--- src/hw/rtl/arc_pkg.sv ---
package arc_pkg;

    localparam int ARC_SUM_BITS   = 32;
    localparam int ARC_COUNT_BITS = 16;

    localparam int FLAGS_W = 12;
    localparam int KIND_W  = 4;
    localparam int OPLEN_W = 28;
    localparam int CFG_W   = 16;
    localparam int POS_W   = 29;
    localparam int CLASS_W = 3;

    // CIGAR op kinds
    localparam logic [KIND_W-1:0] KIND_M = 4'd0;
    localparam logic [KIND_W-1:0] KIND_I = 4'd1;
    localparam logic [KIND_W-1:0] KIND_S = 4'd4;
    localparam logic [KIND_W-1:0] KIND_H = 4'd5;

    // SAM flag bits
    localparam int FLAG_UNMAPPED_BIT      = 2;
    localparam int FLAG_MATE_UNMAPPED_BIT = 3;
    localparam int FLAG_SUPPLEMENTARY_BIT = 11;

    // configuration register indexes
    localparam logic REG_READ_LENGTH     = 1'b0;
    localparam logic REG_FULL_MAP_CUTOFF = 1'b1;

    localparam logic [CFG_W-1:0] READ_LENGTH_RST     = 16'd150;
    localparam logic [CFG_W-1:0] FULL_MAP_CUTOFF_RST = 16'd58982;

    // read classes
    localparam logic [CLASS_W-1:0] RCLASS_FULLMAP       = 3'd0;
    localparam logic [CLASS_W-1:0] RCLASS_OTHER         = 3'd1;
    localparam logic [CLASS_W-1:0] RCLASS_CLIPPED       = 3'd2;
    localparam logic [CLASS_W-1:0] RCLASS_UNMAP_MATE_OK = 3'd3;
    localparam logic [CLASS_W-1:0] RCLASS_BOTH_UNMAPPED = 3'd4;

    // clip classes
    localparam logic [CLASS_W-1:0] CCLASS_NONE       = 3'd0;
    localparam logic [CLASS_W-1:0] CCLASS_BOTH_SOFT  = 3'd1;
    localparam logic [CLASS_W-1:0] CCLASS_LEFT_SOFT  = 3'd2;
    localparam logic [CLASS_W-1:0] CCLASS_RIGHT_SOFT = 3'd3;
    localparam logic [CLASS_W-1:0] CCLASS_BOTH_HARD  = 3'd4;
    localparam logic [CLASS_W-1:0] CCLASS_LEFT_HARD  = 3'd5;
    localparam logic [CLASS_W-1:0] CCLASS_RIGHT_HARD = 3'd6;

    // finished read, handed from the accumulator to the classifier
    typedef struct packed {
        logic [FLAGS_W-1:0] flags;
        logic [KIND_W-1:0]  head_kind;
        logic [OPLEN_W-1:0] head_len;
        logic [KIND_W-1:0]  tail_kind;
        logic [OPLEN_W-1:0] tail_len;
        logic               single;
        logic               multi;
    } t_snap;

    typedef struct packed {
        logic [POS_W-1:0]   right_len;
        logic [POS_W-1:0]   right_pos;
        logic [POS_W-1:0]   left_len;
        logic               left_pos;
        logic [CLASS_W-1:0] clip_class;
        logic [CLASS_W-1:0] read_class;
    } t_result;

endpackage

--- src/hw/rtl/arc_classify.sv ---
module arc_classify #(
    parameter int SUM_BITS = arc_pkg::ARC_SUM_BITS
) (
    input  arc_pkg::t_snap                  i_snap,
    input  logic [SUM_BITS-1:0]             i_matched,
    input  logic [SUM_BITS-1:0]             i_total,
    input  logic [arc_pkg::CFG_W-1:0]       i_read_length,
    input  logic [arc_pkg::CFG_W-1:0]       i_cutoff,
    output arc_pkg::t_result                o_result
);
    import arc_pkg::*;

    localparam int PROD_W = SUM_BITS + CFG_W;

    logic [PROD_W-1:0]  w_prod;
    logic [PROD_W-1:0]  w_scaled;
    logic               w_single_m;
    logic               w_clipped;
    logic               w_full;
    logic               w_hard;
    logic               w_head_s, w_head_h, w_tail_s, w_tail_h;
    logic [POS_W-1:0]   w_rl, w_hl, w_tl, w_rpos_both, w_rpos_one;
    localparam logic [POS_W-1:0] NONE = '1;

    assign w_prod   = {{SUM_BITS{1'b0}}, i_cutoff} * {{CFG_W{1'b0}}, i_total};
    assign w_scaled = {i_matched, {CFG_W{1'b0}}};

    assign w_head_s = (i_snap.head_kind == KIND_S);
    assign w_head_h = (i_snap.head_kind == KIND_H);
    assign w_tail_s = (i_snap.tail_kind == KIND_S);
    assign w_tail_h = (i_snap.tail_kind == KIND_H);

    assign w_single_m = i_snap.single && (i_snap.head_kind == KIND_M);

    assign w_rl = {{(POS_W-CFG_W){1'b0}}, i_read_length};
    assign w_hl = {1'b0, i_snap.head_len};
    assign w_tl = {1'b0, i_snap.tail_len};
    assign w_rpos_both = w_rl - w_tl;
    assign w_rpos_one  = w_rl - w_tl - POS_W'(1);

    always_comb begin
        if (w_single_m && (i_snap.head_len == {{(OPLEN_W-CFG_W){1'b0}}, i_read_length})) begin
            w_clipped = 1'b0;
        end else begin
            w_clipped = i_snap.multi && (w_head_s || w_head_h || w_tail_s || w_tail_h);
        end

        priority if (w_single_m &&
                     (i_snap.head_len <= {{(OPLEN_W-CFG_W){1'b0}}, i_read_length})) begin
            w_full = 1'b1;
        end else if (i_total == '0) begin
            w_full = 1'b0;
        end else begin
            w_full = (w_scaled > w_prod);
        end

        w_hard = i_snap.multi && (w_head_h || w_tail_h);

        if (!i_snap.flags[FLAG_UNMAPPED_BIT]) begin
            if (!i_snap.flags[FLAG_SUPPLEMENTARY_BIT]) begin
                o_result.read_class = w_clipped ? RCLASS_CLIPPED
                                    : (w_full ? RCLASS_FULLMAP : RCLASS_OTHER);
            end else begin
                o_result.read_class = w_hard ? RCLASS_CLIPPED : RCLASS_OTHER;
            end
        end else begin
            o_result.read_class = i_snap.flags[FLAG_MATE_UNMAPPED_BIT]
                                ? RCLASS_BOTH_UNMAPPED : RCLASS_UNMAP_MATE_OK;
        end

        o_result.clip_class = CCLASS_NONE;
        o_result.left_pos   = 1'b1;
        o_result.left_len   = NONE;
        o_result.right_pos  = NONE;
        o_result.right_len  = NONE;
        if (i_snap.multi) begin
            priority if (w_head_s && w_tail_s) begin
                o_result.clip_class = CCLASS_BOTH_SOFT;
                o_result.left_pos   = 1'b0;
                o_result.left_len   = w_hl;
                o_result.right_pos  = w_rpos_both;
                o_result.right_len  = w_tl;
            end else if (w_head_s) begin
                o_result.clip_class = CCLASS_LEFT_SOFT;
                o_result.left_pos   = 1'b0;
                o_result.left_len   = w_hl;
            end else if (w_tail_s) begin
                o_result.clip_class = CCLASS_RIGHT_SOFT;
                o_result.right_pos  = w_rpos_one;
                o_result.right_len  = w_tl;
            end else if (w_head_h && w_tail_h) begin
                o_result.clip_class = CCLASS_BOTH_HARD;
                o_result.left_pos   = 1'b0;
                o_result.left_len   = w_hl;
                o_result.right_pos  = w_rpos_both;
                o_result.right_len  = w_tl;
            end else if (w_head_h) begin
                o_result.clip_class = CCLASS_LEFT_HARD;
                o_result.left_pos   = 1'b0;
                o_result.left_len   = w_hl;
            end else if (w_tail_h) begin
                o_result.clip_class = CCLASS_RIGHT_HARD;
                o_result.right_pos  = w_rpos_one;
                o_result.right_len  = w_tl;
            end else begin
                o_result.clip_class = CCLASS_NONE;
            end
        end
    end

endmodule

--- src/hw/rtl/aligned_read_classifier.sv ---
// Channel   Dir  Request contents
// s_axis    in   tdata: record_flags[11:0], op_length[39:12]
//                tuser: op_kind[3:0], first_op[4]; tlast: last_op
// m_axis    out  tdata: read_class, clip_class, left_pos, left_len, right_pos,
//                right_len (lowest bit up), padded to 96 bits
// cfg       in   write enable, register index, 16-bit data
//
// One CIGAR op per cycle while the output is not stalled. Each op updates the running
// sums in the cycle it is accepted; the last op of a read loads a snapshot register,
// and the classifier (one 16 x SUM_BITS multiply and compare) fills the output
// register from it when the output can advance. Synchronous reset clears the sums,
// valids and config to defaults. A stalled output holds the pipe.
module aligned_read_classifier #(
    parameter int SUM_BITS   = arc_pkg::ARC_SUM_BITS,
    parameter int COUNT_BITS = arc_pkg::ARC_COUNT_BITS
) (
    input  logic                        i_clk,
    input  logic                        i_rst_n,
    input  logic                        i_s_axis_tvalid,
    output logic                        o_s_axis_tready,
    input  logic [39:0]                 i_s_axis_tdata,  // record_flags, op_length
    input  logic [4:0]                  i_s_axis_tuser,  // op_kind, first_op
    input  logic                        i_s_axis_tlast,
    output logic                        o_m_axis_tvalid,
    input  logic                        i_m_axis_tready,
    // read_class, clip_class, left_pos, left_len, right_pos, right_len
    output logic [95:0]                 o_m_axis_tdata,
    input  logic                        i_cfg_wr_en,
    input  logic                        i_cfg_addr,
    input  logic [arc_pkg::CFG_W-1:0]   i_cfg_wr_data
);
    import arc_pkg::*;

    logic [CFG_W-1:0]      r_read_length;
    logic [CFG_W-1:0]      r_cutoff;

    logic [COUNT_BITS-1:0] r_cnt, n_cnt, w_base_cnt;
    logic [KIND_W-1:0]     r_head_kind, n_head_kind;
    logic [OPLEN_W-1:0]    r_head_len, n_head_len;
    logic [SUM_BITS-1:0]   r_matched, n_matched, w_base_matched;
    logic [SUM_BITS-1:0]   r_total, n_total, w_base_total;
    logic [SUM_BITS:0]     w_msum, w_tsum;

    logic                  r_s2_vld;
    t_snap                 r_snap;
    logic [SUM_BITS-1:0]   r_s2_matched, r_s2_total;

    logic                  r_o_vld;
    t_result               r_result;
    t_result               w_result;

    logic [FLAGS_W-1:0]    w_flags;
    logic [OPLEN_W-1:0]    w_len;
    logic [KIND_W-1:0]     w_kind;
    logic                  w_first, w_last, w_accept, w_out_adv, w_s2_rdy;

    assign w_flags = i_s_axis_tdata[FLAGS_W-1:0];
    assign w_len   = i_s_axis_tdata[FLAGS_W+OPLEN_W-1:FLAGS_W];
    assign w_kind  = i_s_axis_tuser[KIND_W-1:0];
    assign w_first = i_s_axis_tuser[KIND_W];
    assign w_last  = i_s_axis_tlast;

    assign w_out_adv       = !r_o_vld || i_m_axis_tready;
    assign w_s2_rdy        = !r_s2_vld || w_out_adv;
    assign o_s_axis_tready = w_s2_rdy;
    assign w_accept        = i_s_axis_tvalid && w_s2_rdy;

    // running read state
    always_comb begin
        w_base_cnt     = w_first ? '0 : r_cnt;
        w_base_matched = w_first ? '0 : r_matched;
        w_base_total   = w_first ? '0 : r_total;
        if (w_base_cnt == '0) begin
            n_head_kind = w_kind;
            n_head_len  = w_len;
        end else begin
            n_head_kind = w_first ? '0 : r_head_kind;
            n_head_len  = w_first ? '0 : r_head_len;
        end
        n_cnt = (w_base_cnt == '1) ? w_base_cnt : w_base_cnt + COUNT_BITS'(1);

        w_msum = {1'b0, w_base_matched} + (SUM_BITS+1)'(w_len);
        w_tsum = {1'b0, w_base_total} + (SUM_BITS+1)'(w_len);

        if (w_kind == KIND_M) begin
            n_matched = w_msum[SUM_BITS] ? '1 : w_msum[SUM_BITS-1:0];
        end else begin
            n_matched = w_base_matched;
        end
        if (w_kind == KIND_M || w_kind == KIND_S || w_kind == KIND_H || w_kind == KIND_I) begin
            n_total = w_tsum[SUM_BITS] ? '1 : w_tsum[SUM_BITS-1:0];
        end else begin
            n_total = w_base_total;
        end
    end

    always_ff @(posedge i_clk) begin
        if (!i_rst_n) begin
            r_read_length <= READ_LENGTH_RST;
            r_cutoff      <= FULL_MAP_CUTOFF_RST;
            r_cnt         <= '0;
            r_head_kind   <= '0;
            r_head_len    <= '0;
            r_matched     <= '0;
            r_total       <= '0;
            r_s2_vld      <= 1'b0;
            r_o_vld       <= 1'b0;
        end else begin
            if (i_cfg_wr_en) begin
                unique case (i_cfg_addr)
                    REG_READ_LENGTH:     r_read_length <= i_cfg_wr_data;
                    REG_FULL_MAP_CUTOFF: r_cutoff      <= i_cfg_wr_data;
                    default:             ;
                endcase
            end

            if (w_accept) begin
                if (w_last) begin
                    r_cnt       <= '0;
                    r_head_kind <= '0;
                    r_head_len  <= '0;
                    r_matched   <= '0;
                    r_total     <= '0;
                end else begin
                    r_cnt       <= n_cnt;
                    r_head_kind <= n_head_kind;
                    r_head_len  <= n_head_len;
                    r_matched   <= n_matched;
                    r_total     <= n_total;
                end
            end

            if (w_s2_rdy) begin
                r_s2_vld <= w_accept && w_last;
            end
            if (w_out_adv) begin
                r_o_vld <= r_s2_vld;
            end
        end
    end

    // snapshot and result payload
    always_ff @(posedge i_clk) begin
        if (w_accept && w_last) begin
            r_snap.flags     <= w_flags;
            r_snap.head_kind <= n_head_kind;
            r_snap.head_len  <= n_head_len;
            r_snap.tail_kind <= w_kind;
            r_snap.tail_len  <= w_len;
            r_snap.single    <= (n_cnt == COUNT_BITS'(1));
            r_snap.multi     <= (n_cnt != COUNT_BITS'(1));
            r_s2_matched     <= n_matched;
            r_s2_total       <= n_total;
        end
        if (w_out_adv && r_s2_vld) begin
            r_result <= w_result;
        end
    end

    arc_classify #(
        .SUM_BITS(SUM_BITS)
    ) u_classify (
        .i_snap        (r_snap),
        .i_matched     (r_s2_matched),
        .i_total       (r_s2_total),
        .i_read_length (r_read_length),
        .i_cutoff      (r_cutoff),
        .o_result      (w_result)
    );

    assign o_m_axis_tvalid = r_o_vld;
    assign o_m_axis_tdata  = {2'b00, r_result};

endmodule
--- config.mk ---
export PLATFORM = sky130hd
export DESIGN_NAME = aligned_read_classifier
export DESIGN_NICKNAME = d
export VERILOG_FILES = /design/src/hw/rtl/arc_pkg.sv /design/src/hw/rtl/arc_classify.sv /design/src/hw/rtl/aligned_read_classifier.sv
export SDC_FILE = /design/constraint.sdc
export NUM_CORES = 2
export LEC_CHECK = 0
export BUFFER_PORTS_ARGS = -buffer_cell sky130_fd_sc_hd__buf_4
export CORE_MARGIN = 3
export CORE_UTILIZATION = 33
export CTS_CLUSTER_SIZE = 16
export DETAILED_ROUTE_END_ITERATION = 12
export GPL_TIMING_DRIVEN = 1
export PLACE_DENSITY = 0.49
export RECOVER_POWER = 25
export SYNTH_ARGS = -nofsm -noshare
export SYNTH_HDL_FRONTEND = slang
export SYNTH_SLANG_ARGS = --single-unit
--- constraint.sdc ---
create_clock -name i_clk -period 7.65 [get_ports i_clk]
set_clock_uncertainty 0.2 [all_clocks]
set_input_delay 0.3825 -clock i_clk [delete_from_list [all_inputs] [get_ports i_clk]]
set_output_delay 0.3825 -clock i_clk [all_outputs]
set_load 0.02 [all_outputs]
==> results.toml <==
[status]
outcome = "finished, violations left"
violations = "max-capacitance violations, max-slew violations, negative setup slack"

[clock_tree]
cts_tree = "yes"
h-tree-depth = 2
clock-sinks = 372
numCtsBuffers = 43
clockRootBuffer = "clkbuf_16"
clkTransAtPathRegs_ns = 0.07
clk-insertion-delay-late_ns = 0.59
ctsLongestPathBuffers = 3

[global_route]
grt_pass1_vias = 29900
grt_use_total = 0.191
grt_max_degree = 71
overflow = 0
grt_pass1_wl_mm = 175
antenna_found_initial = 1

[logic_synthesis]
syn_area_um2 = 36800
synth-compound-area-share = 0.133
synth_xor_area_frac = 0.0276
async_flop_share = 0
synthMuxAreaShare = 0.00523
synth.yosys.warnings = 0
syn_inst = 4050
synth_fa_ha_area_frac = 0.312
ys_types = 103
ys_seq_area_frac = 0.264
synthSimpleGateAreaFrac = 0.182
ys_ff_latch = 372
avgSynthCellArea_um2 = 9.10
ys.flop_type = "edfxtp_1"
synth_edf_count = 226
synth_top_family_by_area = "adder cells"

[timing]
max_freq_mhz = 117
finalHoldViolations = 0
slew_violations = 107
fin_ws_ns = -0.894
timing.final.crit_share = 1.12
tightest_slew_ns = 3.85
min_period_ns = 8.54
setup_viol = 1
rsz0062_at_grt = "yes"
max_slew_margin = -1.57

[pwr]
p_leak_nw = 19.0
power.density_nw_per_um2 = 434
p_total_mw = 19.0
peakVddDrop_mv = 0.579

[final_layout]
fin_nets = 5174
fin_area_um2 = 43700
drive_gt1_frac = 0.118
seq_area_um2 = 9720
final_cell_mix = "nand2_1, inv_1, fa_1"
areaGrowthSynthToFinish_pct = 18.6
layout_commonest_cell = "nand2_1"
final_core_util = 0.398
antenna-diode-count = 0
fin_cells = 5953
multi_input_area_um2 = 24600
fillers = 11100

[setup_path]
worstReg2RegStart = "r_s2_total[5]"
slowest_delay_ns = 0.57
worstPathArrival_ns = 8.79
worst-setup-path-type = "reg -> reg"
cp_max_fo = 7
critPathLaunch = "r_s2_total[5]"
cp_slowest_cell = "fa_1"
timing.critical_path.mode_cell = "fa_1"
reg2reg_depth = 32
critical_path_required_ns = 7.90
crit_end = "o_m_axis_tdata[0]"
rr_endpoint = "o_m_axis_tdata[0]"
start_kind = "flip-flop"
cp-end-kind = "flip-flop"
r2r_setup_slack_ns = -0.89

[detailed_routing]
first_pass_iters = 6
num_vias = 29600
first_iter_violations = 2109
ant_nets = 0
vias_per_cell = 4.98
drc_errors = 0
wirelength_mm = 111
wl_per_cell_um = 18.6

[floorplan]
die_h_um = 340
initial_utilization = 0.336
rows = 121
die_area_um2 = 116000
ios = 166
coreArea_um2 = 110000
die_w_um = 340

[placed_design]
dp_hpwl_mm = 88.5
dp_cells = 5783
gp_congestion = 0.876
port_buffers = 154
dpl_cell_area_um2 = 41700

[run]
cap_viol_max_count = 2

[min_path]
hold_class = "in -> reg"
metal layers:
metal	track usage	vias to the layer above	wire, um	share of wire
met3	0.0206	133	4440	0.040
met2	0.316	602	52000	0.47
met5	0	-	0	0
met4	0.0501	0	2890	0.026
li1	-	14200	-	-
met1	0.267	14700	51600	0.47
layout make-up:
cell class	instances	share of cell area
Multi-Input combinational cell	2933	0.564
Sequential cell	372	0.222
Timing Repair Buffer	545	0.0925
Inverter	547	0.0471
Tap cell	1476	0.0423
Clock buffer	55	0.0266
Clock inverter	25	0.00564
registers in the layout, indices dropped and copies added (netlist names), 28 cells and up:
name	flops
o_m_axis_tdata	93
r_snap	69
r_matched	32
r_s2_matched	32
r_s2_total	32
r_total	32
r_head_len	28
how the worst min path moves through the flow:
stage                              from                end  depth (start not counted)
final                        i_cfg_addr   r_read_length[3]                          5
after floorplan           r_matched[13]      r_matched[13]                          2
after global routing         i_cfg_addr  r_read_length[10]                          5
after global placement    r_matched[27]      r_matched[27]                          2
after CTS                    i_cfg_addr   r_read_length[3]                          5
after detailed placement  r_matched[13]      r_matched[13]                          2
worst max-delay path, delay by kind of cell, from the launching register on:
family | cells | cell delay [ns]
adders and majority gates | 8 | 3.61
AOI/OAI and AO/OA | 11 | 2.30
and+or+nand+nor | 8 | 1.32
buffers and inverters | 5 | 0.53
DFF | 1 | 0.43
kinds of logic (layout without fill, tap and decap cells):
kind of cell | after synthesis | in the layout
simple gates | 1406 | 1406
buf+inv | 746 | 1172
compound gates | 725 | 725
fa+ha+maj | 666 | 666
flops | 372 | 372
xor+xnor | 116 | 116
mux | 18 | 18
other cells | 1 | 2
what timing repair did:
| action | CTS | global route |
|---|---|---|
| setup buffers | 12 | 14 |
| gates resized for setup | 30 | 36 |
| endpoints found under the setup margin | 1 | 1 |
| pin swaps | 23 | 39 |
| hold buffers | 64 | 0 |
| gates cloned | 0 | 0 |
| hold endpoints to repair | 83 | 0 |
synth_stat cells (all sizes together), types with 16 or more instances:
| cell type | n | share of area |
|---|---|---|
| nand2 | 634 | 0.065 |
| inv | 547 | 0.056 |
| fa | 421 | 0.23 |
| ha | 243 | 0.083 |
| edfxtp | 226 | 0.18 |
| and2 | 200 | 0.034 |
| nor2 | 190 | 0.019 |
| a21oi | 187 | 0.026 |
| clkbuf | 180 | 0.018 |
| dfxtp | 146 | 0.079 |
| o21ai | 130 | 0.018 |
| a21o | 87 | 0.018 |
| nor2b | 79 | 0.014 |
| xnor2 | 64 | 0.015 |
| nand2b | 61 | 0.010 |
| nand3 | 60 | 0.0083 |
| a22o | 55 | 0.013 |
| nor3 | 54 | 0.0073 |
| xor2 | 52 | 0.012 |
| a22oi | 38 | 0.0079 |
| nand4 | 37 | 0.0065 |
| a211oi | 27 | 0.0059 |
| o22a | 26 | 0.0062 |
| nor4 | 24 | 0.0042 |
| and3 | 23 | 0.0039 |
| a31oi | 22 | 0.0037 |
| buf | 19 | 0.0028 |
| o21bai | 16 | 0.0033 |
stage by stage:
stage	setup slack, ns	hold WS, ns	TNS, ns
2_1_floorplan	-0.150	0.217	-0.150
3_3_place_gp	-1.21	0.227	-1.21
3_5_place_dp	-1.30	0.237	-1.30
4_1_cts	-0.899	0.0602	-0.899
5_1_grt	-1.34	0.104	-1.34
6_report	-0.894	0.101	-0.894
power breakdown:
group          leakage [nW]  total (mW)  internal [mW]  switching (mW)
registers              3.10        2.23           2.19          0.0448
clock network         0.678        2.09           1.16           0.925
logic                  15.2        14.6           7.14            7.50
No activity file was read; power rests on OpenSTA's default activity.
